[src/hdl/iwjd_pkg.sv]
`timescale 1ns / 1ps

package iwjd_pkg;

    localparam int MAX_WORKERS = 16;
    localparam int QUEUE_DEPTH = 16;
    localparam int JOB_BITS    = 8;

    localparam int WORKER_BITS = 4;
    localparam int CFG_W       = 5;
    localparam int CMD_W       = 2;
    localparam int OUTCOME_W   = 3;
    localparam int CFG_RESET   = 4;

    localparam int CNT_W   = $clog2(MAX_WORKERS + 1);
    localparam int WIDX_W  = (MAX_WORKERS > 1) ? $clog2(MAX_WORKERS) : 1;
    localparam int QADDR_W = $clog2(QUEUE_DEPTH);
    localparam int QCNT_W  = $clog2(QUEUE_DEPTH + 1);

    localparam int TDATA_W = ((JOB_BITS + WORKER_BITS + 7) / 8) * 8;

    typedef enum logic [CMD_W-1:0] {
        CMD_SUBMIT   = 2'd0,
        CMD_FINISH   = 2'd1,
        CMD_SHUTDOWN = 2'd2,
        CMD_INIT     = 2'd3
    } command_t;

    typedef enum logic [OUTCOME_W-1:0] {
        OUT_DISPATCHED  = 3'd0,
        OUT_QUEUED      = 3'd1,
        OUT_ABANDONED   = 3'd2,
        OUT_IGNORED     = 3'd3,
        OUT_WORKER_IDLE = 3'd4,
        OUT_REJECTED    = 3'd5,
        OUT_SHUT_EMPTY  = 3'd6,
        OUT_INIT_DONE   = 3'd7
    } outcome_t;

    typedef enum logic [2:0] {
        OP_NONE,
        OP_LOAD,
        OP_SUBMIT,
        OP_FINISH,
        OP_SHUTDOWN,
        OP_DRAIN,
        OP_FILL,
        OP_INIT_DONE
    } op_t;

    typedef struct packed {
        op_t op;
    } dp_cmd_t;

    typedef struct packed {
        command_t command;
        logic     pool_ready;
        logic     queue_empty;
        logic     queue_one;
        logic     count_zero;
        logic     fill_last;
        logic     out_free;
    } dp_status_t;

endpackage

[src/hdl/iwjd_ctrl.sv]
`timescale 1ns / 1ps

module iwjd_ctrl
    import iwjd_pkg::*;
(
    input  logic       clk,
    input  logic       rst_n,
    input  logic       s_tvalid,
    output logic       s_tready,
    input  dp_status_t status,
    output dp_cmd_t    cmd
);

    typedef enum logic [2:0] {
        ST_IDLE,
        ST_EXEC,
        ST_DRAIN,
        ST_FILL,
        ST_DONE
    } state_t;

    state_t state_reg;
    state_t state_next;

    always_comb
    begin
        state_next = state_reg;
        cmd.op     = OP_NONE;
        case (state_reg)
            ST_IDLE:
            begin
                if (s_tvalid)
                begin
                    cmd.op     = OP_LOAD;
                    state_next = ST_EXEC;
                end
            end
            ST_EXEC:
            begin
                if (status.out_free)
                begin
                    case (status.command)
                        CMD_SUBMIT:
                        begin
                            cmd.op     = OP_SUBMIT;
                            state_next = ST_IDLE;
                        end
                        CMD_FINISH:
                        begin
                            cmd.op     = OP_FINISH;
                            state_next = ST_IDLE;
                        end
                        CMD_SHUTDOWN:
                        begin
                            if (status.pool_ready && !status.queue_empty)
                            begin
                                state_next = ST_DRAIN;
                            end
                            else
                            begin
                                cmd.op     = OP_SHUTDOWN;
                                state_next = ST_IDLE;
                            end
                        end
                        default:
                        begin
                            if (status.count_zero)
                            begin
                                cmd.op     = OP_INIT_DONE;
                                state_next = ST_IDLE;
                            end
                            else
                            begin
                                state_next = ST_FILL;
                            end
                        end
                    endcase
                end
            end
            ST_DRAIN:
            begin
                if (status.out_free)
                begin
                    cmd.op = OP_DRAIN;
                    if (status.queue_one)
                    begin
                        state_next = ST_IDLE;
                    end
                end
            end
            ST_FILL:
            begin
                cmd.op = OP_FILL;
                if (status.fill_last)
                begin
                    state_next = ST_DONE;
                end
            end
            ST_DONE:
            begin
                if (status.out_free)
                begin
                    cmd.op     = OP_INIT_DONE;
                    state_next = ST_IDLE;
                end
            end
            default:
            begin
                state_next = ST_IDLE;
            end
        endcase
    end

    always_ff @(posedge clk or negedge rst_n)
    begin
        if (!rst_n)
        begin
            state_reg <= ST_IDLE;
        end
        else
        begin
            state_reg <= state_next;
        end
    end

    assign s_tready = (state_reg == ST_IDLE);

endmodule

[src/hdl/iwjd_datapath.sv]
`timescale 1ns / 1ps

module iwjd_datapath
    import iwjd_pkg::*;
(
    input  logic                 clk,
    input  logic                 rst_n,
    input  logic [TDATA_W-1:0]   s_tdata,
    input  logic [CMD_W-1:0]     s_tuser,
    output logic                 m_tvalid,
    input  logic                 m_tready,
    output logic [TDATA_W-1:0]   m_tdata,
    output logic [OUTCOME_W-1:0] m_tuser,
    output logic                 m_tlast,
    input  logic                 cfg_valid,
    output logic                 cfg_ready,
    input  logic [CFG_W-1:0]     cfg_data,
    input  dp_cmd_t              cmd,
    output dp_status_t           status
);

    logic [WORKER_BITS-1:0] idle_stack [MAX_WORKERS];
    logic [JOB_BITS-1:0]    job_queue  [QUEUE_DEPTH];

    logic [CFG_W-1:0]   worker_count_reg;
    logic [CNT_W-1:0]   idle_count_reg,  idle_count_next;
    logic [QADDR_W-1:0] queue_head_reg,  queue_head_next;
    logic [QADDR_W-1:0] queue_tail_reg,  queue_tail_next;
    logic [QCNT_W-1:0]  queue_count_reg, queue_count_next;
    logic               pool_ready_reg,  pool_ready_next;
    logic               shutting_reg,    shutting_next;
    logic               out_valid_reg,   out_valid_next;

    command_t               in_cmd_reg;
    logic [JOB_BITS-1:0]    in_job_reg;
    logic [WORKER_BITS-1:0] in_worker_reg;
    logic [CNT_W-1:0]       init_cnt_reg;
    logic [WIDX_W-1:0]      fill_idx_reg;

    outcome_t               out_outcome_reg, out_outcome_next;
    logic [JOB_BITS-1:0]    out_job_reg,     out_job_next;
    logic [WORKER_BITS-1:0] out_worker_reg,  out_worker_next;
    logic                   out_last_reg,    out_last_next;

    logic                   emit;
    logic                   out_free;
    logic [CNT_W-1:0]       top_idx;
    logic [WORKER_BITS-1:0] stack_top;
    logic [JOB_BITS-1:0]    queue_front;
    logic                   stack_we;
    logic [WIDX_W-1:0]      stack_waddr;
    logic [WORKER_BITS-1:0] stack_wdata;
    logic                   queue_we;

    function automatic logic [QADDR_W-1:0] wrap_next(input logic [QADDR_W-1:0] p);
        return (p == QADDR_W'(QUEUE_DEPTH - 1)) ? '0 : p + QADDR_W'(1);
    endfunction

    assign out_free    = !out_valid_reg || m_tready;
    assign top_idx     = idle_count_reg - CNT_W'(1);
    assign stack_top   = idle_stack[top_idx[WIDX_W-1:0]];
    assign queue_front = job_queue[queue_head_reg];

    assign emit = (cmd.op == OP_SUBMIT) || (cmd.op == OP_FINISH) ||
                  (cmd.op == OP_SHUTDOWN) || (cmd.op == OP_DRAIN) ||
                  (cmd.op == OP_INIT_DONE);

    always_comb
    begin
        idle_count_next  = idle_count_reg;
        queue_head_next  = queue_head_reg;
        queue_tail_next  = queue_tail_reg;
        queue_count_next = queue_count_reg;
        pool_ready_next  = pool_ready_reg;
        shutting_next    = shutting_reg;
        out_valid_next   = out_valid_reg && !m_tready;
        out_outcome_next = out_outcome_reg;
        out_job_next     = out_job_reg;
        out_worker_next  = out_worker_reg;
        out_last_next    = out_last_reg;
        stack_we         = 1'b0;
        stack_waddr      = fill_idx_reg;
        stack_wdata      = WORKER_BITS'(fill_idx_reg);
        queue_we         = 1'b0;

        if (emit)
        begin
            out_valid_next  = 1'b1;
            out_last_next   = 1'b1;
            out_job_next    = '0;
            out_worker_next = '0;
        end

        case (cmd.op)
            OP_SUBMIT:
            begin
                out_job_next = in_job_reg;
                if (!pool_ready_reg)
                begin
                    out_outcome_next = OUT_IGNORED;
                end
                else if (shutting_reg)
                begin
                    out_outcome_next = OUT_ABANDONED;
                end
                else if (idle_count_reg != '0)
                begin
                    idle_count_next  = top_idx;
                    out_outcome_next = OUT_DISPATCHED;
                    out_worker_next  = stack_top;
                end
                else if (int'(queue_count_reg) < QUEUE_DEPTH)
                begin
                    queue_we         = 1'b1;
                    queue_tail_next  = wrap_next(queue_tail_reg);
                    queue_count_next = queue_count_reg + QCNT_W'(1);
                    out_outcome_next = OUT_QUEUED;
                end
                else
                begin
                    out_outcome_next = OUT_REJECTED;
                end
            end
            OP_FINISH:
            begin
                out_worker_next = in_worker_reg;
                if (!pool_ready_reg)
                begin
                    out_outcome_next = OUT_IGNORED;
                end
                else if (queue_count_reg != '0)
                begin
                    queue_head_next  = wrap_next(queue_head_reg);
                    queue_count_next = queue_count_reg - QCNT_W'(1);
                    out_outcome_next = OUT_DISPATCHED;
                    out_job_next     = queue_front;
                end
                else if (int'(idle_count_reg) < MAX_WORKERS)
                begin
                    stack_we         = 1'b1;
                    stack_waddr      = idle_count_reg[WIDX_W-1:0];
                    stack_wdata      = in_worker_reg;
                    idle_count_next  = idle_count_reg + CNT_W'(1);
                    out_outcome_next = OUT_WORKER_IDLE;
                end
                else
                begin
                    out_outcome_next = OUT_IGNORED;
                end
            end
            OP_SHUTDOWN:
            begin
                if (!pool_ready_reg)
                begin
                    out_outcome_next = OUT_IGNORED;
                end
                else
                begin
                    shutting_next    = 1'b1;
                    queue_head_next  = '0;
                    queue_tail_next  = '0;
                    out_outcome_next = OUT_SHUT_EMPTY;
                end
            end
            OP_DRAIN:
            begin
                shutting_next    = 1'b1;
                out_outcome_next = OUT_ABANDONED;
                out_job_next     = queue_front;
                out_last_next    = status.queue_one;
                queue_count_next = queue_count_reg - QCNT_W'(1);
                if (status.queue_one)
                begin
                    queue_head_next = '0;
                    queue_tail_next = '0;
                end
                else
                begin
                    queue_head_next = wrap_next(queue_head_reg);
                end
            end
            OP_FILL:
            begin
                stack_we = 1'b1;
            end
            OP_INIT_DONE:
            begin
                idle_count_next  = init_cnt_reg;
                queue_head_next  = '0;
                queue_tail_next  = '0;
                queue_count_next = '0;
                shutting_next    = 1'b0;
                pool_ready_next  = (init_cnt_reg != '0);
                out_outcome_next = OUT_INIT_DONE;
            end
            default:
            begin
            end
        endcase
    end

    always_ff @(posedge clk or negedge rst_n)
    begin
        if (!rst_n)
        begin
            worker_count_reg <= CFG_W'(CFG_RESET);
            idle_count_reg   <= '0;
            queue_head_reg   <= '0;
            queue_tail_reg   <= '0;
            queue_count_reg  <= '0;
            pool_ready_reg   <= 1'b0;
            shutting_reg     <= 1'b0;
            out_valid_reg    <= 1'b0;
        end
        else
        begin
            if (cfg_valid)
            begin
                worker_count_reg <= cfg_data;
            end
            idle_count_reg  <= idle_count_next;
            queue_head_reg  <= queue_head_next;
            queue_tail_reg  <= queue_tail_next;
            queue_count_reg <= queue_count_next;
            pool_ready_reg  <= pool_ready_next;
            shutting_reg    <= shutting_next;
            out_valid_reg   <= out_valid_next;
        end
    end

    always_ff @(posedge clk)
    begin
        out_outcome_reg <= out_outcome_next;
        out_job_reg     <= out_job_next;
        out_worker_reg  <= out_worker_next;
        out_last_reg    <= out_last_next;
        if (cmd.op == OP_LOAD)
        begin
            in_cmd_reg    <= command_t'(s_tuser);
            in_job_reg    <= s_tdata[JOB_BITS-1:0];
            in_worker_reg <= s_tdata[JOB_BITS +: WORKER_BITS];
            init_cnt_reg  <= (int'(worker_count_reg) > MAX_WORKERS) ?
                             CNT_W'(MAX_WORKERS) : CNT_W'(worker_count_reg);
            fill_idx_reg  <= '0;
        end
        else if (cmd.op == OP_FILL)
        begin
            fill_idx_reg <= fill_idx_reg + WIDX_W'(1);
        end
    end

    always_ff @(posedge clk)
    begin
        if (stack_we)
        begin
            idle_stack[stack_waddr] <= stack_wdata;
        end
    end

    always_ff @(posedge clk)
    begin
        if (queue_we)
        begin
            job_queue[queue_tail_reg] <= in_job_reg;
        end
    end

    assign status.command     = in_cmd_reg;
    assign status.pool_ready  = pool_ready_reg;
    assign status.queue_empty = (queue_count_reg == '0);
    assign status.queue_one   = (queue_count_reg == QCNT_W'(1));
    assign status.count_zero  = (init_cnt_reg == '0);
    assign status.fill_last   = ((CNT_W'(fill_idx_reg) + CNT_W'(1)) == init_cnt_reg);
    assign status.out_free    = out_free;

    assign cfg_ready = 1'b1;
    assign m_tvalid  = out_valid_reg;
    assign m_tuser   = out_outcome_reg;
    assign m_tlast   = out_last_reg;
    assign m_tdata   = TDATA_W'({out_worker_reg, out_job_reg});

    a_queue_bound: assert property (@(posedge clk) disable iff (!rst_n)
        int'(queue_count_reg) <= QUEUE_DEPTH)
        else $error("queue count beyond depth");

    a_stack_bound: assert property (@(posedge clk) disable iff (!rst_n)
        int'(idle_count_reg) <= MAX_WORKERS)
        else $error("idle count beyond pool size");

    a_emit_free: assert property (@(posedge clk) disable iff (!rst_n)
        emit |-> out_free)
        else $error("result issued over an untaken result");

    a_drain_end: assert property (@(posedge clk) disable iff (!rst_n)
        (cmd.op == OP_DRAIN && status.queue_one) |=>
            (queue_count_reg == '0 && queue_head_reg == '0 && m_tlast))
        else $error("drain did not end with empty queue and last");

endmodule

[src/hdl/idle_worker_job_dispatcher.sv]
`timescale 1ns / 1ps
// Submit and worker-finished requests: accepted into the input registers, executed
// once the output register is free, which registers the result; no new request is
// taken until the last is executed. Shutdown drains the N queued jobs (one result per
// cycle from the FIFO read port while the output is free); init sweeps worker_count
// stack entries (count saturated at 16; no sweep with count zero). Reset (rst_n, async,
// active low): pool not initialised, stack and FIFO empty, worker_count 4; contents kept.

module idle_worker_job_dispatcher
    import iwjd_pkg::*;
(
    input  logic                 clk,
    input  logic                 rst_n,
    input  logic                 s_tvalid,
    output logic                 s_tready,
    input  logic [TDATA_W-1:0]   s_tdata,   // job_id, worker_id
    input  logic [CMD_W-1:0]     s_tuser,   // command
    output logic                 m_tvalid,
    input  logic                 m_tready,
    output logic [TDATA_W-1:0]   m_tdata,   // out_job, out_worker
    output logic [OUTCOME_W-1:0] m_tuser,   // outcome
    output logic                 m_tlast,
    input  logic                 cfg_valid,
    output logic                 cfg_ready,
    input  logic [CFG_W-1:0]     cfg_data
);

    dp_cmd_t    cmd;
    dp_status_t status;

    iwjd_ctrl u_ctrl (
        .clk      (clk),
        .rst_n    (rst_n),
        .s_tvalid (s_tvalid),
        .s_tready (s_tready),
        .status   (status),
        .cmd      (cmd)
    );

    iwjd_datapath u_datapath (
        .clk       (clk),
        .rst_n     (rst_n),
        .s_tdata   (s_tdata),
        .s_tuser   (s_tuser),
        .m_tvalid  (m_tvalid),
        .m_tready  (m_tready),
        .m_tdata   (m_tdata),
        .m_tuser   (m_tuser),
        .m_tlast   (m_tlast),
        .cfg_valid (cfg_valid),
        .cfg_ready (cfg_ready),
        .cfg_data  (cfg_data),
        .cmd       (cmd),
        .status    (status)
    );

endmodule
[config.mk]
export PLATFORM = sky130hd
export DESIGN_NAME = idle_worker_job_dispatcher
export DESIGN_NICKNAME = d
export VERILOG_FILES = /design/src/hdl/iwjd_pkg.sv /design/src/hdl/iwjd_ctrl.sv /design/src/hdl/iwjd_datapath.sv /design/src/hdl/idle_worker_job_dispatcher.sv
export SDC_FILE = /design/constraint.sdc
export NUM_CORES = 1
export LEC_CHECK = 0
export ABC_CLOCK_PERIOD_IN_PS = 3900
export CELL_PAD_IN_SITES_DETAIL_PLACEMENT = 0
export CELL_PAD_IN_SITES_GLOBAL_PLACEMENT = 2
export CORE_AREA = 2 2 159 161
export DETAILED_ROUTE_END_ITERATION = 12
export DIE_AREA = 0 0 161 163
export DONT_BUFFER_PORTS = 1
export GPL_TIMING_DRIVEN = 0
export PLACE_DENSITY_LB_ADDON = 0.12
export SETUP_SLACK_MARGIN = 0.2
export SYNTH_ARGS = -nofsm -noshare
export SYNTH_HDL_FRONTEND = slang
export SYNTH_SLANG_ARGS = --single-unit
[constraint.sdc]
create_clock -name clk -period 3.9 [get_ports clk]
set_input_delay 0.39 -clock clk [delete_from_list [all_inputs] [get_ports clk]]
set_output_delay 0.39 -clock clk [all_outputs]
set_load 0.01 [all_outputs]
==> flow_summary.yaml, run 1 <==
timing:
  timing_max_transition_violations_final: 0
  hold_slack_ns: 0.0274
  rsz_0062_raised_after_global_routing: "no"
  hold_violations: 0
  max_freq_mhz: 290
  finalClockSkew_ns: 0.0141
  report.final.setup_viol: 0
  timing.slew.headroom_pct: 27.1
  finalWorstSetupSlack_ns: 0.449
  layout_worst_path_cycle_share_pct: 88.5
  worst_pin_slew_ns: 1.09
  final_critical_delay_including_setup_and_external_delays_ns: 3.45
route:
  via_count: 6352
  drt_wl_total_mm: 25.3
  post-route-drc-count: 0
  drt-initial-drc-count: 429
  detail_route.wl_per_cell_um: 22.4
  antenna_violating_nets_post_route: 0
  firstDrtPassIters: 4
  post_drt_via_cell_ratio: 5.63
cts:
  clock_tree_from_tritoncts: "built"
  clock_tree.buffer_depth: 3
  clock_latency_ns: 0.54
  clock_tree_root: "clkbuf_16"
  clk_pin_slew_worst_paths_ns: 0.06
  cts.sink_count: 260
  cts_max_level: 1
  inserted_clock_buffers: 28
finish:
  num-nets-final: 818
  final_cell_mix: "215 x edfxtp_1, 56 x mux4_2, 37 x nor2_1, 28 x clkbuf_16, 28 x dfrtp_1"
  antenna_cells_inserted: 0
  most_frequent_standard_cell_in_the_layout_excluding_fill_and_tap_cells: "edfxtp_1"
  finish.instance_area_mm2: 0.0131
  drive_gt1_share_pct: 21.8
  largest_reg_flops: 128
  fill_cells: 2039
  final_core_utilization_pct: 53.3
  signed_area_change_from_the_synthesized_netlist_to_the_final_layout_pct: 15.5
  top_register: "u_datapath.job_queue"
  largestRegisters: "u_datapath.job_queue x128, u_datapath.idle_stack x64"
logic_synthesis:
  post_synth_instance_area_mm2: 0.0114
  synthesis.yosys.warnings: 0
  yosysTopAreaCellShare_pct: 56.7
  synth-edff-count: 215
  synth_seq_cells: 260
  sequential_area_share_after_synthesis_pct: 65.9
  synth.area.top_cells: "edfxtp_1 57%, mux4_2 11%, dfrtp_1 6.2%, dfxtp_1 2.8%, ha_1 1.4%"
  synth_cell_type_count: 78
  ys_dominant_reg_cell: "edfxtp_1"
  synth_area_leader_cell: "edfxtp_1"
  syn-mean-instance-area_um2: 16.0
  ys_async_sr_fraction_pct: 11.2
  post_synth_inst_count: 713
global_routing:
  number_of_global_route_vias_before_repair: 6645
  grt_max_degree: 30
  antenna_found_initial: 0
  global_route_wire_length_before_repair_mm: 39.2
  grt_overflow: 0
  grtUsageTotal_pct: 19.6
setup_path:
  reg2reg_to: "u_datapath.job_queue[9][4]$_DFFE_PP_"
  crit_path_end_kind: "flop"
  crit_path_cell_trace: "buf_2, inv_1, ha_1, nor4b_2, nor2b_1, nor3b_1, and3_1, buf_2, buf_4, and3_1"
  path_class: "reg -> reg"
  r2r.worst_path.cells: 10
  worst_path_max_delay_cell: "and3_1"
  cp.arrival_ns: 3.62
  ff2ff_setup_slack_ns: 0.45
  critPathLaunch: "u_datapath.idle_count_reg[0]$_DFFE_PN0P_"
  worstPathMaxFanout: 10
  worstReg2RegStart: "u_datapath.idle_count_reg[0]$_DFFE_PN0P_"
  start_kind: "flop"
  timing.critical_path.to: "u_datapath.job_queue[9][4]$_DFFE_PP_"
  max_stage_delay_ns: 0.48
  worst-endpoint-required_ns: 4.07
place:
  dpl.hpwl_mm: 17.7
  io_buffers: 0
  detailed_place.area_mm2: 0.0118
  gp_congestion: 0.773
  place_worst_setup_slack_ns: -0.527
floorplan:
  core_region_area_mm2: 0.0247
  chipWidth_um: 161
  design.portCount: 51
  fp.dieArea_mm2: 0.0262
  starting_utilization_of_the_core_area_pct: 46.1
  placementRows: 58
  die_height_um: 163
power:
  vdd_ir_drop_max_mv: 0.411
  report.power.total_mw: 9.68
  pwr_density_cell_mw_per_mm2: 736
  power.leakage_nw: 4.51
worst_hold_path:
  worst_hold_path_type: "in -> reg"
run:
  timing.max_cap.violations: 0
outcome:
  outcome: "completed"
==> critical path, delay by kind of cell (launching register included) <==
kind | cells | cell delay [ns]
buffers and inverters | 4 | 0.86
and+or+nand+nor | 5 | 1.57
DFF | 1 | 0.45
adders and majority gates | 1 | 0.20
==> per-stage QoR <==
stage	setup TNS [ns]	instances
3_5_place_dp	-7.91	1048
4_1_cts	0	1127
6_report	0	1129
5_1_grt	0	1129
2_1_floorplan	0	716
3_3_place_gp	-13.92	1046
==> where the power goes <==
part           total (mW)  switching [mW]  internal, mW
Combinational        3.31            1.84          1.47
Clock                2.65            1.06          1.60
Sequential           3.71           0.329          3.39
Total                9.68            3.23          6.45
==> worst min path at each step <==
stage | start | end | slack [ns] | cells after the start
2_1_floorplan | rst_n | u_ctrl.state_reg[0]$_DFFE_PN0P_ | 0.09 | 0
4_1_cts | cfg_valid | u_datapath.worker_count_reg[1]$_DFFE_PN0P_ | 0.001 | 1
5_1_grt | cfg_valid | u_datapath.worker_count_reg[3]$_DFFE_PN0P_ | 0.006 | 1
3_3_place_gp | rst_n | u_datapath.m_tvalid$_DFF_PN0_ | 0.1 | 0
3_5_place_dp | rst_n | u_ctrl.state_reg[0]$_DFFE_PN0P_ | 0.1 | 0
6_report | cfg_valid | u_datapath.worker_count_reg[1]$_DFFE_PN0P_ | 0.03 | 1
==> cell type report <==
type	instances	area [um2]	area share (%)
Multi-Input combinational cell	390	3620	27.5
Tap cell	330	413	3.14
Buffer	42	234	1.78
Inverter	24	90.1	0.685
Clock inverter	16	206	1.57
Clock buffer	36	731	5.56
Timing Repair Buffer	31	348	2.65
Sequential cell	260	7500	57.1
==> synthesized netlist by cell type, types with 8 or more instances <==
cell type,n
buf_2,12
nand3_1,14
nor2_1,37
mux2_2,14
inv_1,22
a21oi_1,23
and3_1,17
ha_1,13
mux2i_1,13
dfxtp_1,16
xnor2_1,10
clkbuf_1,13
mux4_2,56
buf_4,12
edfxtp_1,215
dfrtp_1,28
a221o_1,9
nand2_1,26
a31oi_1,8
nor2b_1,15
o21ai_0,14
nor3_1,16
==> cells by family after synthesis <==
| group | count (synthesis) | share of synthesized area, % |
|---|---|---|
| compound gates | 120 | 7.69 |
| other cells | 2 | 0.0660 |
| xor+xnor | 13 | 1.00 |
| fa+ha+maj | 13 | 1.43 |
| simple gates | 154 | 7.16 |
| buf+inv | 66 | 2.84 |
| mux | 85 | 13.9 |
| flops | 260 | 65.9 |
==> timing repair <==
item | CTS | global route
cloned | 0 | 0
hold endpoints to repair | 48 | 0
setup buffers | 3 | 2
hold buffers | 24 | 0
setup endpoints to repair | 82 | 96
pin swaps | 2 | 2
gates resized for setup | 7 | 2
==> metal layers <==
layer  global-route usage [%]  vias to the layer above  share of wire (%)  wire (um)
met1                     26.2                     3266                 43      10900
met4                     4.10                        0                1.6        405
met3                     2.39                       27                3.1        796
met2                     34.9                      106                 52      13200
li1                         -                     2953                  -          -
met5                        0                        -                  0          0
No activity file was read; power rests on OpenSTA's default activity.
==> run 2, diff against run 1 <==
--- a/config.mk
+++ b/config.mk
@@ -10,5 +10,5 @@
 export CELL_PAD_IN_SITES_GLOBAL_PLACEMENT = 2
-export CORE_AREA = 2 2 159 161
+export CORE_AREA = 2 2 179 181
 export DETAILED_ROUTE_END_ITERATION = 12
-export DIE_AREA = 0 0 161 163
+export DIE_AREA = 0 0 181 183
 export DONT_BUFFER_PORTS = 1
--- a/constraint.sdc
+++ b/constraint.sdc
@@ -3,2 +3,2 @@
 set_output_delay 0.39 -clock clk [all_outputs]
-set_load 0.01 [all_outputs]
+set_load 0.05 [all_outputs]
==> flow_summary.yaml, run 2 (same netlist as run 1, synthesis figures left out) <==
cts:
  clk_pin_slew_worst_paths_ns: 0.06
  clock_tree_root: "clkbuf_16"
  clock_latency_ns: 0.56
  clock_tree_from_tritoncts: "built"
  cts.sink_count: 260
  inserted_clock_buffers: 29
  clock_tree.buffer_depth: 3
  cts_max_level: 1
global_routing:
  grt_overflow: 0
  met2_usage_pct: 29.1
  gr-usage-met1_pct: 20.3
  antenna_found_initial: 0
  number_of_global_route_vias_before_repair: 6664
  grt_max_degree: 30
  global_route_wire_length_before_repair_mm: 40.8
  grtUsageTotal_pct: 16.2
  globalRouteMet3Util_pct: 2.44
  grt_busiest_layer: "met2"
timing:
  timing.slew.headroom_pct: 4.00
  rsz_0062_raised_after_global_routing: "no"
  max_freq_mhz: 292
  finalClockSkew_ns: 0.0137
  report.final.setup_viol: 0
  final.setup.tns_ns: 0
  timing_max_transition_violations_final: 0
  worst_pin_slew_ns: 1.43
  hold_violations: 0
  layout_worst_path_cycle_share_pct: 87.8
  final_critical_delay_including_setup_and_external_delays_ns: 3.42
finish:
  most_frequent_standard_cell_in_the_layout_excluding_fill_and_tap_cells: "edfxtp_1"
  antenna_cells_inserted: 0
  top_register: "u_datapath.job_queue"
  largest_reg_flops: 128
  final_cell_mix: "215 x edfxtp_1, 56 x mux4_2, 37 x nor2_1, 29 x clkbuf_16, 28 x dfrtp_1"
  signed_area_change_from_the_synthesized_netlist_to_the_final_layout_pct: 16.4
  drive_gt1_share_pct: 22.1
  largestRegisters: "u_datapath.job_queue x128, u_datapath.idle_stack x64"
  num-nets-final: 819
route:
  antenna_violating_nets_post_route: 0
  post_drt_via_cell_ratio: 5.34
  via_count: 6427
  post-route-drc-count: 0
  firstDrtPassIters: 5
  detail_route.wl_per_cell_um: 22.1
  drt_wl_total_mm: 26.6
  drt-initial-drc-count: 377
setup_path:
  worst-endpoint-required_ns: 4.09
  worstPathMaxFanout: 10
  path_class: "reg -> reg"
  cp.arrival_ns: 3.62
  crit_path_end_kind: "flop"
  start_kind: "flop"
place:
  gp_congestion: 0.774
  dpl.hpwl_mm: 18.8
  io_buffers: 0
floorplan:
  starting_utilization_of_the_core_area_pct: 36.4
  fp.dieArea_mm2: 0.0331
  die_height_um: 183
  placementRows: 65
  core_region_area_mm2: 0.0312
  chipWidth_um: 181
  design.portCount: 51
outcome:
  outcome: "completed"
run:
  timing.max_cap.violations: 0
power:
  vdd_ir_drop_max_mv: 0.458
  pwr_density_cell_mw_per_mm2: 760
  power.leakage_nw: 4.52
  report.power.total_mw: 10.1
worst_hold_path:
  worst_hold_path_type: "in -> reg"
run 2: cell count changes in the layout (fill, tap and decap cells not counted), moves of 2 or more:
cell           change
bufinv_16          -2
clkbuf_8           +4
buf_12             -2
clkinv_2           -2
dlygate4sd3_1      +2
run 2: report_power, final:
group          internal [mW]  total [mW]  switching (mW)  leakage [nW]
Sequential              3.39        3.94           0.558          2.43
Clock                   1.60        2.69            1.09         0.464
Combinational           1.48        3.43            1.95          1.62
Total                   6.46        10.1            3.60          4.52
run 2: routing by layer:
layer	wire, um	share of wire (%)	vias to the layer above
met4	846	3.2	0
met3	990	3.7	45
met5	0	0	-
met2	13700	51	135
met1	11100	42	3289
li1	-	-	2958
run 2: worst paths after layout:
path,from,endpoint,slack [ns],depth (start not counted)
worst max register to register,u_datapath.idle_count_reg[0]$_DFFE_PN0P_,u_datapath.job_queue[14][0]$_DFFE_PP_,0.48,10
min in group asynchronous,rst_n,u_datapath.idle_count_reg[0]$_DFFE_PN0P_,0.31,2
worst min register to register,u_datapath.in_worker_reg[3]$_DFFE_PN_,u_datapath.out_worker_reg[3]$_DFF_P_,0.52,2
worst min-delay path,m_tready,u_datapath.m_tvalid$_DFF_PN0_,0.17,2
worst max-delay path,u_datapath.idle_count_reg[0]$_DFFE_PN0P_,u_datapath.job_queue[14][0]$_DFFE_PP_,0.48,10
max in group asynchronous,rst_n,u_datapath.worker_count_reg[2]$_DFFE_PN1P_,3.35,2
run 2: cell type report:
cell class	count	area, um2
buffer	42	235
inverter	24	90.1
tap	402	503
clock buffer	43	818
timing repair buffer	31	325
multi-input combinational	390	3630
sequential	260	7500
clock inverter	11	139
fill	2883	18000
run 2: what timing repair did:
| item | 4_1_cts | 5_1_grt |
|---|---|---|
| buffers inserted | 1 | 1 |
| resized for setup | 10 | 4 |
| hold endpoints to repair | 48 | 0 |
| endpoints found under the setup margin | 132 | 78 |
| pin swaps | 1 | 1 |
| hold buffers | 26 | 0 |
run 2: per-stage QoR:
step	cells	hold slack, ns	instance area, um2	worst slack, ns	util [%]
3_5_place_dp	1121	0.0957	11900	-0.621	38.2
2_1_floorplan	716	0.0944	11400	0.767	-
5_1_grt	1203	0.233	13200	0.205	42.4
4_1_cts	1202	0.160	13200	0.225	42.3
3_3_place_gp	1118	0.0956	11900	-0.680	38.1
6_report	1203	0.173	13200	0.477	42.4
run 2: critical path: stages (launching register included):
cell	delay, ns
dfrtp_1	0.45
buf_2	0.26
inv_1	0.22
ha_1	0.20
nor4b_2	0.28
nor2b_2	0.29
nor3b_1	0.27
and3_1	0.22
buf_2	0.22
buf_4	0.19
and3_1	0.46
==> run 3, diff against run 2 <==
PLACE_DENSITY = 0.74   (was not set)
PLACE_DENSITY_LB_ADDON = not set   (was 0.12)
==> flow_summary.yaml, run 3 (same netlist as run 1, synthesis figures left out) <==
worst_hold_path:
  worstHoldEndpoint: "u_datapath.m_tvalid$_DFF_PN0_"
  hold_path_depth: 2
  timing.hold.worst.start: "m_tready"
  worst_hold_path_type: "in -> reg"
finish:
  top_register: "u_datapath.job_queue"
  signed_area_change_from_the_synthesized_netlist_to_the_final_layout_pct: 15.8
  num-nets-final: 818
  largest_reg_flops: 128
  most_frequent_standard_cell_in_the_layout_excluding_fill_and_tap_cells: "edfxtp_1"
  final_cell_mix: "215 x edfxtp_1, 56 x mux4_2, 37 x nor2_1, 28 x dfrtp_1, 27 x clkbuf_16"
  largestRegisters: "u_datapath.job_queue x128, u_datapath.idle_stack x64"
  antenna_cells_inserted: 0
  drive_gt1_share_pct: 22.2
cts:
  clock_tree.buffer_depth: 3
  inserted_clock_buffers: 27
  cts_max_level: 1
  clk_pin_slew_worst_paths_ns: 0.06
  cts.sink_count: 260
  clock_tree_root: "clkbuf_16"
  clock_latency_ns: 0.55
  clock_tree_from_tritoncts: "built"
timing:
  report.final.setup_viol: 0
  hold_violations: 0
  layout_worst_path_cycle_share_pct: 85.1
  final_critical_delay_including_setup_and_external_delays_ns: 3.32
  rsz_0062_raised_after_global_routing: "no"
  max_freq_mhz: 301
  worst_pin_slew_ns: 1.24
  timing_max_transition_violations_final: 0
  hold_slack_ns: 0.225
  timing.slew.headroom_pct: 16.6
  finalClockSkew_ns: 0.0166
floorplan:
  fp.dieArea_mm2: 0.0331
  chipWidth_um: 181
  placementRows: 65
  core_region_area_mm2: 0.0312
  starting_utilization_of_the_core_area_pct: 36.4
  design.portCount: 51
  die_height_um: 183
route:
  post_drt_via_cell_ratio: 5.26
  via_count: 6307
  drt-initial-drc-count: 471
  antenna_violating_nets_post_route: 0
  firstDrtPassIters: 5
  drt_wl_total_mm: 25.0
  detail_route.wl_per_cell_um: 20.9
  post-route-drc-count: 0
setup_path:
  cp.arrival_ns: 3.56
  ff2ff_setup_slack_ns: 0.58
  crit_path_end_kind: "flop"
  start_kind: "flop"
  path_class: "reg -> reg"
  reg2reg_to: "u_datapath.job_queue[3][0]$_DFFE_PP_"
  worst-endpoint-required_ns: 4.14
  r2r.worst_path.cells: 11
  worstReg2RegStart: "u_datapath.idle_count_reg[0]$_DFFE_PN0P_"
  worstPathMaxFanout: 10
run:
  timing.max_cap.violations: 0
power:
  power.leakage_nw: 4.50
  report.power.total_mw: 9.91
  pwr_density_cell_mw_per_mm2: 752
  vdd_ir_drop_max_mv: 0.420
place:
  io_buffers: 0
  dpl.hpwl_mm: 17.4
  gp_congestion: 0.772
global_routing:
  grt_overflow: 0
  antenna_found_initial: 0
  grt_max_degree: 30
  grtUsageTotal_pct: 15.4
  number_of_global_route_vias_before_repair: 6473
  global_route_wire_length_before_repair_mm: 39.2
outcome:
  outcome: "completed"
run 3: area by class of cell:
class                   count  area [um2]
plain buffers              42         235
clock buffers              36         739
clock inverters            13         158
fillers                  2821       18000
inverters                  24        90.1
multi-input cells         390        3630
flip-flops and latches    260        7500
well taps                 402         503
repair buffers             32         320
run 3: worst max path at each step:
stage,from,end,slack (ns)
after floorplan,u_datapath.idle_count_reg[0]$_DFFE_PN0P_,u_datapath.job_queue[3][0]$_DFFE_PP_,0.77
after global placement,u_datapath.idle_count_reg[0]$_DFFE_PN0P_,u_datapath.job_queue[3][1]$_DFFE_PP_,-0.46
after detailed placement,u_datapath.idle_count_reg[0]$_DFFE_PN0P_,u_datapath.job_queue[15][2]$_DFFE_PP_,-0.47
after CTS,u_datapath.idle_count_reg[0]$_DFFE_PN0P_,u_datapath.job_queue[15][1]$_DFFE_PP_,0.23
after global routing,u_datapath.idle_count_reg[0]$_DFFE_PN0P_,u_datapath.job_queue[3][3]$_DFFE_PP_,0.23
final,u_datapath.idle_count_reg[0]$_DFFE_PN0P_,u_datapath.job_queue[3][0]$_DFFE_PP_,0.58
run 3: through the flow:
stage | cell area, um2 | util (%) | setup TNS, ns | setup slack, ns | cells
final | 13200 | 42.2 | 0 | 0.580 | 1199
after global routing | 13200 | 42.2 | 0 | 0.233 | 1199
after CTS | 13200 | 42.1 | 0 | 0.226 | 1197
after detailed placement | 11900 | 38.2 | -10.33 | -0.472 | 1121
after global placement | 11900 | 38.1 | -13.21 | -0.458 | 1118
after floorplan | 11400 | - | 0 | 0.767 | 716
run 3: worst max-delay path: stages (launching register included):
cell and delay, ns:
dfrtp_1 0.44, buf_2 0.25, inv_1 0.19, ha_1 0.18
nor4b_2 0.25, nor2b_2 0.27, nor3b_1 0.30, and3_1 0.22
buf_2 0.19, nand2_2 0.18, nor3_4 0.28, buf_2 0.26
run 3: per-layer routing:
layer | global-route usage [%] | wire length [um] | part of all wire, %
met1 | 23.0 | 12200 | 49
met2 | 23.8 | 11200 | 45
met3 | 2.62 | 1210 | 4.8
met4 | 3.12 | 371 | 1.5
met5 | 0 | 0 | 0
run 3: what timing repair did:
action	CTS	global route
hold endpoints to repair	48	0
hold buffers	26	0
pin swaps	1	1
resized for setup	9	5
buffers inserted	1	2
endpoints found under the setup margin	52	123
run 3: report_power, final:
part           switching [mW]  internal, mW  total (mW)
registers               0.557          3.38        3.94
logic                    1.89          1.48        3.37
clock network            1.07          1.53        2.60
